<file path="src/hw/rtl/gzc_pkg.sv">
// Shared types and constants for the grid zero-crossing marker.
package gzc_pkg;

  typedef logic [1:0] sign_t;

  localparam sign_t SGN_ZERO = 2'd0;
  localparam sign_t SGN_POS  = 2'd1;
  localparam sign_t SGN_NEG  = 2'd2;

  typedef logic [1:0] phase_t;

  localparam phase_t PH_FIRST = 2'd0;
  localparam phase_t PH_RUN   = 2'd1;
  localparam phase_t PH_FLUSH = 2'd2;

  localparam int CFG_WIDTH_BITS = 11;
  localparam logic [CFG_WIDTH_BITS-1:0] ROW_WIDTH_RESET = 11'd1024;

  localparam int PADDR_BITS = 3;
  localparam int PDATA_BITS = 32;
  localparam logic [0:0] REG_ROW_WIDTH = 1'b0;

  // One line buffer entry: sign of the row above and of the middle row.
  typedef struct packed {
    sign_t above;
    sign_t middle;
  } lb_entry_t;

  typedef struct packed {
    lb_entry_t entry;
    sign_t     right_mid;
  } lb_rd_t;

  typedef struct packed {
    phase_t phase;
    sign_t  prev_cur;
    sign_t  mid_left;
  } gzc_state_t;

  typedef struct packed {
    logic valid;
    logic on_contour;
    logic row_end;
    logic frame_end;
  } gzc_res_t;

  typedef struct packed {
    gzc_state_t state_next;
    gzc_res_t   res;
    logic       lb_we;
    lb_entry_t  lb_wdata;
  } gzc_step_t;

  function automatic logic opposite(input sign_t a, input sign_t b);
    return ((a == SGN_POS) && (b == SGN_NEG)) || ((a == SGN_NEG) && (b == SGN_POS));
  endfunction

endpackage

</file>
<file path="src/hw/rtl/gzc_step.sv">
// Sign test and next-state logic for one pixel.
module gzc_step
  import gzc_pkg::*;
#(
  parameter int MAX_WIDTH   = 1024,
  parameter int SAMPLE_BITS = 16,
  parameter int CB          = 10
) (
  input  gzc_state_t                    st,
  input  logic [CB-1:0]                 col,
  input  logic [CFG_WIDTH_BITS-1:0]     row_width,
  input  lb_rd_t                        rd,
  input  logic signed [SAMPLE_BITS-1:0] sample,
  input  logic                          flush,
  output gzc_step_t                     step,
  output logic [CB-1:0]                 col_next
);

  localparam int WB = (CB + 1 > CFG_WIDTH_BITS) ? CB + 1 : CFG_WIDTH_BITS;

  logic [WB-1:0] w_ext;
  logic [WB-1:0] w_eff;
  logic          last;
  logic          not_first_col;
  sign_t         cur;
  sign_t         mid;
  sign_t         up;
  phase_t        phase_eff;
  logic          mark;
  logic          fend;

  // Clamp the width into 1..MAX_WIDTH.
  always_comb begin
    w_ext = WB'(row_width);
    if (w_ext == '0) begin
      w_eff = WB'(1);
    end else if (w_ext > WB'(MAX_WIDTH)) begin
      w_eff = WB'(MAX_WIDTH);
    end else begin
      w_eff = w_ext;
    end
  end

  assign last          = (WB'(col) + WB'(1)) >= w_eff;
  assign not_first_col = (col != '0);
  assign mid           = rd.entry.middle;
  assign up            = rd.entry.above;

  always_comb begin
    if (sample == '0) begin
      cur = SGN_ZERO;
    end else if (sample[SAMPLE_BITS-1]) begin
      cur = SGN_NEG;
    end else begin
      cur = SGN_POS;
    end
  end

  always_comb begin
    step          = '0;
    step.state_next = st;
    step.lb_wdata = '{above: SGN_ZERO, middle: cur};
    col_next      = col;
    phase_eff     = st.phase;
    mark          = 1'b0;
    fend          = 1'b0;
    if ((st.phase != PH_RUN) && (st.phase != PH_FLUSH)) begin
      // First row: store signs (padding is skipped), no row above, no result.
      if (!flush) begin
        step.lb_we = 1'b1;
        if (last) begin
          col_next                 = '0;
          step.state_next.phase    = PH_RUN;
          step.state_next.prev_cur = SGN_ZERO;
          step.state_next.mid_left = SGN_ZERO;
        end else begin
          col_next = col + CB'(1);
        end
      end
    end else begin
      if ((st.phase == PH_RUN) && flush) begin
        phase_eff = PH_FLUSH;
      end
      mark = (mid == SGN_ZERO)
          || (not_first_col && opposite(mid, st.mid_left))
          || opposite(mid, up)
          || (!last && opposite(rd.right_mid, mid));
      if (phase_eff == PH_RUN) begin
        // The row below claims this pixel unless its left test already fired.
        if ((cur != SGN_ZERO) && !(not_first_col && opposite(cur, st.prev_cur))
            && opposite(cur, mid)) begin
          mark = 1'b1;
        end
        step.lb_we               = 1'b1;
        step.lb_wdata            = '{above: mid, middle: cur};
        step.state_next.prev_cur = cur;
      end
      step.state_next.mid_left = mid;
      step.state_next.phase    = phase_eff;
      if (last) begin
        col_next = '0;
        if (phase_eff == PH_FLUSH) begin
          step.state_next.phase = PH_FIRST;
          fend                  = 1'b1;
        end
      end else begin
        col_next = col + CB'(1);
      end
      step.res = '{valid: 1'b1, on_contour: mark, row_end: last, frame_end: fend};
    end
  end

endmodule
</file>
<file path="config.mk">
export PLATFORM = sky130hd
export DESIGN_NAME = gzc_step
export DESIGN_NICKNAME = d
export VERILOG_FILES = /design/src/hw/rtl/gzc_pkg.sv /design/src/hw/rtl/gzc_step.sv
export SDC_FILE = /design/constraint.sdc
export NUM_CORES = 1
export LEC_CHECK = 0
export BUFFER_PORTS_ARGS = -buffer_cell sky130_fd_sc_hd__buf_4
export CORE_AREA = 3 3 53 55
export DETAILED_ROUTE_END_ITERATION = 10
export DIE_AREA = 0 0 56 58
export PLACE_DENSITY = 0.94
export SYNTH_ARGS = -nofsm -noshare
export SYNTH_HDL_FRONTEND = slang
export SYNTH_SLANG_ARGS = --single-unit
</file>
<file path="constraint.sdc">
create_clock -name vclk -period 2.9
set_clock_uncertainty 0.15 [all_clocks]
set_input_delay 0.145 -clock vclk [all_inputs]
set_output_delay 0.145 -clock vclk [all_outputs]
set_load 0.05 [all_outputs]
</file>
==> qor.yml <==
drt:
  drt_first_pass_iters: 6
  post_drt_wl_per_cell_um: 21.6
  route.detailed.drc: 0
  via_count: 1858
  wirelength_mm: 6.23
  viasPerCell: 6.45
  ant_nets: 0
  drt-initial-drc-count: 200
logic_synthesis:
  synth_top_family_by_area: "simple AND/OR/NAND/NOR gates"
  synthCells: 171
  muxShareOfSynthArea_pct: 2.04
  synth_simple_gate_area_share_pct: 38.9
  synth-adder-area-share_pct: 16.8
  yosysTopAreaCell: "ha_1"
  ys_warn_count: 0
  synth.yosys.seq_area_share_pct: 0
  synth-compound-area-share_pct: 28.6
  yosysTopAreaCellShare_pct: 16.8
  synth_area_leaders: "ha_1, nand2_1, a21oi_1"
  synth-xor-area-share_pct: 6.72
  syn_area_mm2: 0.00104
  ys_types: 37
  synthesis.nets: 235
  synth.most_common_cell: "nand2_1"
  synth_common_cells: "nand2_1, nor2_1, ha_1"
  avgSynthCellArea_um2: 6.10
hold_path:
  hold_path.startpoint: "flush"
  hold_path_depth: 3
  hold_class: "input port to output pin"
  hold_end: "step[13]"
run_status:
  status: "complete, but fails checks"
  violations: "negative setup slack"
worst_setup_path:
  arrival_ps: 2870
  crit_required_ps: 2610
  critPathKind: "input port to output pin"
  cp-end-kind: "output pin"
  cp-start-kind: "input port"
  crit_path_max_fanout: 6
final_layout:
  final_nets: 324
  seq_area_um2: 0
  nFillCells: 105
  seq_cells: 0
  multi_input_area_mm2: 0.00130
  diodes: 0
  utilization_pct: 88.8
  drive_above_1_share_pct: 52.7
  syn_to_final_growth_pct: 107
  final.clkbuf_count: 0
  fin_cells: 288
sta:
  setup_viol: 18
  timing.final.crit_share_pct: 109
  setup_tns_ps: -1360
  timing.fmax_mhz: 316
  slew_headroom_pct: 73.9
  drv_slew: 0
  tightestPinTransition_ps: 382
  hold_viol: 0
  worst_slack_ps: -264
  rsz0062_at_grt: "yes"
  period_minus_slack_ps: 3160
pwr:
  ir_worst_vdd_mv: 0.246
  power_density_mw_per_mm2: 263
  leakage_uw: 0.00103
run:
  cap_violations: 0
die:
  rows: 18
  io_pins: 75
  die_y_um: 58
  dieArea_mm2: 0.00325
  die_x_um: 56
  core-area_mm2: 0.00243
  start_util_pct: 42.8
global_route:
  grt_start_max_net_pins: 15
  grtUsageTotal_pct: 30.4
  grt_pass1_vias: 1668
  grt-ovfl-total: 0
  antenna_found_initial: 0
  grt_pass1_wl_mm: 7.95
placement:
  hpwl_mm: 3.20
  port_buffers: 75
  place_ws_ps: -132
  place_inst: 284
  place.gp.congestion: 0.837
==> through the flow <==
| stage | total power (µW) | hold slack (ps) | instance area (µm²) |
|---|---|---|---|
| floorplan | 285 | 285 | 1130 |
| global placement | 441 | 472 | 1800 |
| detailed placement | 449 | 474 | 1800 |
| CTS | 496 | 456 | 1980 |
| global route | 590 | 486 | 2160 |
| finish | 569 | 466 | 2160 |
==> how the worst max path moves through the flow <==
stage                             from     endpoint  slack (ps)  cells past startpoint
final                     row_width[4]  col_next[5]        -260                     13
after global routing      row_width[4]  col_next[5]        -350                     13
after CTS                 row_width[7]     step[11]         -20                     13
after detailed placement  row_width[4]      step[9]        -130                     13
after global placement    row_width[4]      step[9]         -50                     13
after floorplan                 col[2]  col_next[3]        -210                     12
==> metal layers <==
| layer | up-vias | GRT usage (%) | routed length (µm) |
|---|---|---|---|
| li1 | 798 | - | - |
| met1 | 867 | 36.4 | 2250 |
| met2 | 154 | 54.4 | 3020 |
| met3 | 39 | 4.68 | 559 |
| met4 | 0 | 12.2 | 399 |
| met5 | - | 0 | 0 |
==> cells in the final DEF (no fill, tap or decap), types with 2 or more instances in the layout <==
master and count:
buf_6 20, o21ai_0 5, o22ai_4 2, xnor2_2 4, buf_8 2, a21o_1 3
nand2b_1 4, nand3_1 2, a22o_1 3, o21ai_4 4, a31oi_4 2, inv_1 10
ha_1 11, xor2_1 3, nand4_1 2, a21oi_2 2, nand3_2 5, nor2_4 2
nor3_1 4, nor2b_1 3, nand2b_4 2, ha_4 3, o21ai_1 3, nor4_1 6
and3_1 4, o21ai_2 5, nand2_1 26, a31oi_1 2, nand2_2 2, a21oi_1 9
nor2_1 13, buf_4 70
==> power breakdown <==
part / total (µW) / leakage, µW / internal, µW / switching [µW]
sequential: 0 / 0 / 0 / 0
clock: 0 / 0 / 0 / 0
combinational: 569 / 0.00103 / 226 / 342
==> worst max-delay path, cell delays in order <==
cell,delay [ps]
buf_6,100
nor4_4,280
nand3_2,170
o21ai_4,220
nand2_2,100
ha_4,220
a21o_1,160
a221o_1,380
a41oi_4,260
o21ai_4,140
o21ai_1,250
a22o_1,270
buf_6,190
==> cell families after synthesis <==
| kind of cell | after synthesis |
|---|---|
| and+or+nand+nor | 84 |
| adders and majority gates | 14 |
| muxes | 2 |
| AOI/OAI and AO/OA | 46 |
| xor gates and xnor gates | 8 |
| buffers and inverters | 17 |
==> cell type report <==
class,count,area share (%)
Inverter,11,1.91
Multi-Input combinational cell,155,60.2
Tap cell,30,1.74
Timing Repair Buffer,92,36.1
==> what timing repair did <==
action                     in CTS  in global routing
resized for setup              35                 33
setup endpoints to repair      18                 19
gates cloned                    1                  0
hold buffers                    0                  0
buffers inserted                2                  1
pin swaps                      21                 20
(Power assumes the default switching activity.)
