==> config.mk <==
export PLATFORM = sky130hd
export DESIGN_NAME = gzc_apb_regs
export DESIGN_NICKNAME = d
export VERILOG_FILES = /design/src/hw/rtl/gzc_pkg.sv /design/src/hw/rtl/gzc_apb_regs.sv
export SDC_FILE = /design/constraint.sdc
export NUM_CORES = 1
export LEC_CHECK = 0
export CORE_MARGIN = 1
export CORE_UTILIZATION = 50
export CTS_CLUSTER_DIAMETER = 60
export CTS_CLUSTER_SIZE = 28
export DETAILED_ROUTE_END_ITERATION = 6
export DONT_BUFFER_PORTS = 1
export MAX_ROUTING_LAYER = met4
export SETUP_SLACK_MARGIN = 0.02
export SLEW_MARGIN = 20
export SYNTH_ARGS = -nofsm -noshare
export SYNTH_HDL_FRONTEND = slang
export SYNTH_SLANG_ARGS = --single-unit
export TNS_END_PERCENT = 30
==> constraint.sdc <==
create_clock -name clk -period 2.9 [get_ports clk]
set_clock_uncertainty 0.2 [all_clocks]
set_input_delay 0.435 -clock clk [delete_from_list [all_inputs] [get_ports clk]]
set_output_delay 0.435 -clock clk [all_outputs]
set_load 0.03 [all_outputs]
==> src/hw/rtl/gzc_pkg.sv <==
// Shared types and constants for the grid zero-crossing marker.
package gzc_pkg;

  typedef logic [1:0] sign_t;

  localparam sign_t SGN_ZERO = 2'd0;
  localparam sign_t SGN_POS  = 2'd1;
  localparam sign_t SGN_NEG  = 2'd2;

  typedef logic [1:0] phase_t;

  localparam phase_t PH_FIRST = 2'd0;
  localparam phase_t PH_RUN   = 2'd1;
  localparam phase_t PH_FLUSH = 2'd2;

  localparam int CFG_WIDTH_BITS = 11;
  localparam logic [CFG_WIDTH_BITS-1:0] ROW_WIDTH_RESET = 11'd1024;

  localparam int PADDR_BITS = 3;
  localparam int PDATA_BITS = 32;
  localparam logic [0:0] REG_ROW_WIDTH = 1'b0;

  // One line buffer entry: sign of the row above and of the middle row.
  typedef struct packed {
    sign_t above;
    sign_t middle;
  } lb_entry_t;

  typedef struct packed {
    lb_entry_t entry;
    sign_t     right_mid;
  } lb_rd_t;

  typedef struct packed {
    phase_t phase;
    sign_t  prev_cur;
    sign_t  mid_left;
  } gzc_state_t;

  typedef struct packed {
    logic valid;
    logic on_contour;
    logic row_end;
    logic frame_end;
  } gzc_res_t;

  typedef struct packed {
    gzc_state_t state_next;
    gzc_res_t   res;
    logic       lb_we;
    lb_entry_t  lb_wdata;
  } gzc_step_t;

  function automatic logic opposite(input sign_t a, input sign_t b);
    return ((a == SGN_POS) && (b == SGN_NEG)) || ((a == SGN_NEG) && (b == SGN_POS));
  endfunction

endpackage

==> src/hw/rtl/gzc_apb_regs.sv <==
// APB configuration register holding the row width.
module gzc_apb_regs
  import gzc_pkg::*;
(
  input  logic                      clk,
  input  logic                      rst,
  input  logic                      psel,
  input  logic                      penable,
  input  logic                      pwrite,
  input  logic [PADDR_BITS-1:0]     paddr,
  input  logic [PDATA_BITS-1:0]     pwdata,
  output logic [PDATA_BITS-1:0]     prdata,
  output logic                      pready,
  output logic [CFG_WIDTH_BITS-1:0] row_width
);

  logic       wr_en;
  logic [0:0] reg_idx;

  assign pready  = 1'b1;
  assign reg_idx = paddr[PADDR_BITS-1:2];
  assign wr_en   = psel && penable && pwrite && pready;

  always_ff @(posedge clk) begin
    if (rst) begin
      row_width <= ROW_WIDTH_RESET;
    end else if (wr_en && (reg_idx == REG_ROW_WIDTH)) begin
      row_width <= pwdata[CFG_WIDTH_BITS-1:0];
    end
  end

  always_comb begin
    unique case (reg_idx)
      REG_ROW_WIDTH: prdata = PDATA_BITS'(row_width);
      default:       prdata = '0;
    endcase
  end

endmodule

==> results.md, run 1 <==
- 1st-pass router iterations: 3
- Launch point of the worst path: row_width[10]
- Post-route setup TNS: 0 ns
- Gp weighted congestion: 0.598
- Top post-synthesis cells by area: dfxtp_1 (29%), buf_4 (22%), nand2b_1 (17%)
- Starting density of the core: 0.557
- Post-synth EDFFs: 0
- Num CTS Buffers: 3
- Crit end category: primary output
- Clock Tree Root: clkbuf_4
- Multi-input logic area: 409 µm²
- DIE WIDTH: 40.8 µm
- Slew Limit Fails: 0
- Status: finished, final reports clean
- Worst path max stage delay: 0.54 ns
- Relative slew margins: 0.610
- R2R setup slack: 1.89 ns
- Initial antenna violation count: 0
- Setup CP Type: reg -> out
- Pre-CTS setup slack: 1.21 ns
- Vias per std cell: 4.54
- Leak: 0.274 nW
- Top cell type's share of synthesized area: 0.293
- Top FF cell, synth: dfxtp_1
- Register area: 220 µm²
- Die area: 1660 µm²
- Max Cap Viol: 0
- Layout cell share with drive strength beyond 1: 0.0488
- Vias in the first global route: 309
- # hold bufs at CTS: 0
- I/O Pins: 84
- Deepest clock path buffer count: 2
- Post-CTS Resized: 0
- Grt total ovfl: 0
- Hold-critical path depth: 2
- Critical Path AT: 1.33 ns
- RSZ-0062 raised after global routing: false
- Crit path cell chain: nor2b_1
- Fillers: 125
- Max FFs per register: 11
- Crit-path max FO: 3
- DIE HEIGHT: 40.8 µm
- Final Hold Viols: 0
- Total length of routed wires: 1020 µm
- Fmax: 509 MHz
- WP data required: 2.27 ns
- Antenna cells: 0
- Core Box Area: 1350 µm²
- Via count: 440
- Final setup viols: 0
- CTS clk-pin slew, worst paths: 0.07 ns
- Syn avg cell area: 8.95 µm²
- CTS Sinks: 11
- CTS H-tree lvls: 1
- Layout area overhead: -10.3%
- Largest net degree at the start of global routing: 23
- Peak supply drop: 0.000235 V
- End of the worst hold path: row_width[7]
- Syn Inst Count: 84
- Cell Area, Synth: 752 µm²
- Final Cycle Share: 0.678
- PwrDens: 482 nW/µm²
- Power, Total: 0.000325 W
- Global-route wire length before repair: 1290 µm
- Wire per inst: 10.5 µm
- Crit-path leading delay family: simple AND/OR/NAND/NOR gates
- Startpoint types: flip-flop
- CP max stage cell: nor2b_1
- GRT Overall Usage: 0.127
- Critical R2R Capture: row_width[0]
- Post-DP HPWL: 767 µm
- Hold_ws: 0.117 ns
- Buf+Inv Stages, Crit Path: 0
- ANT nets after route: 0
- Synth cell types: 12
- Asr flop ratio synth: 0
- Register name with the most flops: row_width
- # DRC: 0
- FF+latch count, synth: 11
- Latest clock arrival within the worst-skew pair: 0.26 ns
- FF-to-FF path depth: 2
- Finished Cell Area: 674 µm²
- CTS tree: done
- DR iter-0 viols: 7
- Top cells by count, synth: buf_4 (22), nand2b_1 (20), dfxtp_1 (11), mux2i_1 (11), nor2b_1 (10)
- Biggest regs: row_width x11
- Yosys top cell by area: dfxtp_1
- Port bufs: 0
- Nets: 123
- Hold_sp: pwdata[7]
- Final min period: 1.97 ns
- Sequential fraction of the synthesis area: 0.293
- Top-count cell post-synth: buf_4
- Yosys warns: 0
- Total setup buffers inserted after CTS: 0
- Placed cell area: 648 µm²
- Row cnt: 13
- Worst r2r src: row_width[0]
- Worst hold-check path type: in -> reg
- Worst-margin pin slew: 0.583 ns
- Final setup margin: 0.934 ns
cell families (layout without fill, tap and decap cells):
kind of cell,Yosys count,after routing,share of synthesized area
and+or+nand+nor,34,34,0.288
DFF,11,11,0.293
other,2,22,0.00999
buffers and inverters,26,4,0.263
muxes,11,11,0.146
stage by stage:
step / util / std cells
floorplan: - / 104
global placement: 0.480 / 93
detailed placement: 0.480 / 93
CTS: 0.500 / 97
global route: 0.500 / 97
finish: 0.500 / 97
cells in the final DEF (no fill, tap or decap):
cell type and count:
clkbuf_4 3, clkbuf_1 1, and2b_1 1, nor2_1 2, nor2b_1 10, conb_1 22, dfxtp_1 11, nand2b_1 20
mux2i_1 11, and4b_4 1
worst max path at each step:
stage	to	slack (ns)	cells after the start
after detailed placement	prdata[10]	1.21	1
after global placement	prdata[10]	1.22	1
after global routing	prdata[9]	0.86	1
after CTS	prdata[10]	0.92	1
after floorplan	prdata[0]	1.23	2
final	prdata[10]	0.93	1
area by class of cell:
cell class	instances	area share
clock buffer	4	0.0390
multi-input combinational	67	0.607
sequential	11	0.327
tap	15	0.0278
worst register-to-register path: stages (launching register included):
cell and delay (ns):
dfxtp_1 0.53, nand2b_1 0.09, mux2i_1 0.13
report_power, final:
part / switching, W / internal, W
sequential: 0.00000916 / 0.000154
combinational: 0.0000480 / 0.0000112
clock: 0.0000493 / 0.0000532
total: 0.000106 / 0.000219
per-layer routing:
layer  routed length [µm]  GRT usage
met5                    0          -
met4                   17      0.100
met3                   79     0.0380
met2                  492      0.180
met1                  433      0.148
No activity file was read; power rests on OpenSTA's default activity.
==> inputs of run 2 (changes only) <==
==> constraint.sdc (replaced) <==
create_clock -name clk -period 2 [get_ports clk]
set_clock_uncertainty 0.2 [all_clocks]
set_input_delay 0.3 -clock clk [delete_from_list [all_inputs] [get_ports clk]]
set_output_delay 0.3 -clock clk [all_outputs]
set_load 0.03 [all_outputs]
==> run 2 against run 1 <==
Clock power rose by 50%. Cell area rose by 27%. Die area did not move. Largest cell class unchanged. Critical endpoint is now prdata[7]. Hold slack got worse by 0.11 ns.
==> results.md, run 2 (synthesis gave the netlist of run 1 again) <==
- Commonest non-fill, non-tap cell in the layout: conb_1
- Met2 WL: 650 µm
- DIE HEIGHT: 40.8 µm
- Total length of routed wires: 1210 µm
- Layout area overhead: 14.3%
- Grt total ovfl: 0
- DR top layer: met4
- Nets: 144
- Total setup buffers inserted after CTS: 0
- Pre-CTS setup slack: 0.632 ns
- Final Cycle Share: 0.839
- Setup CP Type: reg -> out
- Wire per inst: 10.3 µm
- Vias per std cell: 4.49
- Largest net degree at the start of global routing: 23
- PwrDens: 580 nW/µm²
- Final Hold Viols: 0
- DIE WIDTH: 40.8 µm
- Layout cell share with drive strength beyond 1: 0.136
- ANT nets after route: 0
- Antenna cells: 0
- CTS tree: done
- Routed met1 length: 477 µm
- R2R setup slack: 0.98 ns
- Gp weighted congestion: 0.593
- CTS H-tree lvls: 1
- Port bufs: 0
- WP data required: 1.50 ns
- Clock Tree Root: clkbuf_4
- Peak supply drop: 0.000313 V
- Vias in the first global route: 388
- Global-route wire length before repair: 1700 µm
- Post-route setup TNS: 0 ns
- Latest clock arrival within the worst-skew pair: 0.26 ns
- Worst hold-check path type: in -> reg
- Register name with the most flops: row_width
- Final setup viols: 0
- 1st-pass router iterations: 4
- Initial antenna violation count: 0
- Max Cap Viol: 0
- Num CTS Buffers: 3
- Final min period: 1.68 ns
- # DRC: 0
- Post-CTS Resized: 0
- Startpoint types: flip-flop
- Row cnt: 13
- I/O Pins: 84
- RSZ-0062 raised after global routing: false
- Final setup margin: 0.323 ns
- DR iter-0 viols: 5
- Via count: 530
- Starting density of the core: 0.557
- Launch point of the worst path: row_width[7]
- Post-DP HPWL: 828 µm
- Die area: 1660 µm²
- Max FFs per register: 11
- CTS Sinks: 11
- End of the critical path: prdata[7]
- Deepest clock path buffer count: 2
- FF-to-FF path depth: 2
- Slew Limit Fails: 0
- Crit end category: primary output
- Worst r2r src: row_width[6]
- GRT Overall Usage: 0.164
- Critical R2R Capture: row_width[6]
- Fmax: 596 MHz
- Biggest regs: row_width x11
- Most frequent cells in the layout: conb_1 (22), nand2b_1 (20), mux2i_1 (11), dlygate4sd3_1 (11), dfxtp_1 (11)
- Leak: 0.373 nW
- Met3 wire len: 74 µm
- # hold bufs at CTS: 10
- Critical Path AT: 1.18 ns
- Core Box Area: 1350 µm²
- Status: finished, final reports clean
- CTS clk-pin slew, worst paths: 0.08 ns
- Crit-path max FO: 3
run 2: cell count changes in the layout (fill, tap and decap cells not counted), sizes merged:
| cell | before | now |
|---|---|---|
| buf | 0 | 10 |
| dlygate4sd3 | 0 | 11 |
run 2: worst min-delay path by stage:
| stage | start | end | slack (ns) | cells past startpoint |
|---|---|---|---|---|
| detailed placement | pwdata[4] | row_width[4] | 0.26 | 2 |
| finish | rst | row_width[5] | 0.004 | 2 |
| global route | rst | row_width[8] | 0.004 | 2 |
| global placement | pwdata[3] | row_width[3] | 0.26 | 2 |
| CTS | rst | row_width[5] | 0.003 | 2 |
| floorplan | pwdata[5] | row_width[5] | 0.25 | 2 |
run 2: layer usage:
layer	vias to the layer above	GRT usage
met5	-	-
met4	0	0.0750
met3	2	0.0598
met2	33	0.242
met1	239	0.197
li1	256	-
run 2: power breakdown:
part / total [W] / switching, W / internal, W / leakage [nW]
Combinational: 0.000108 / 0.0000738 / 0.0000346 / 0.269
Sequential: 0.000237 / 0.0000134 / 0.000224 / 0.0891
Clock: 0.000153 / 0.0000757 / 0.0000770 / 0.0150
Total: 0.000498 / 0.000163 / 0.000335 / 0.373
run 2: critical path, stage by stage (launching register included):
cell,delay [ns]
dfxtp_1,0.54
nor2b_1,0.20
buf_4,0.17
run 2: area by class of cell:
class	count	area (µm²)
Clock buffer	4	26.3
Fill cell	125	490
Multi-Input combinational cell	67	409
Sequential cell	11	220
Tap cell	15	18.8
Timing Repair Buffer	21	185
run 2: stage by stage:
stage	cells	total power [W]	utilization	cell area (µm²)	hold WS (ns)
after floorplan	104	0.000366	-	827	0.255
after global placement	103	0.000332	0.536	723	0.259
after detailed placement	103	0.000333	0.536	723	0.265
after CTS	117	0.000498	0.629	850	0.00281
after global routing	118	0.000529	0.637	860	0.00374
final	118	0.000498	0.637	860	0.00353
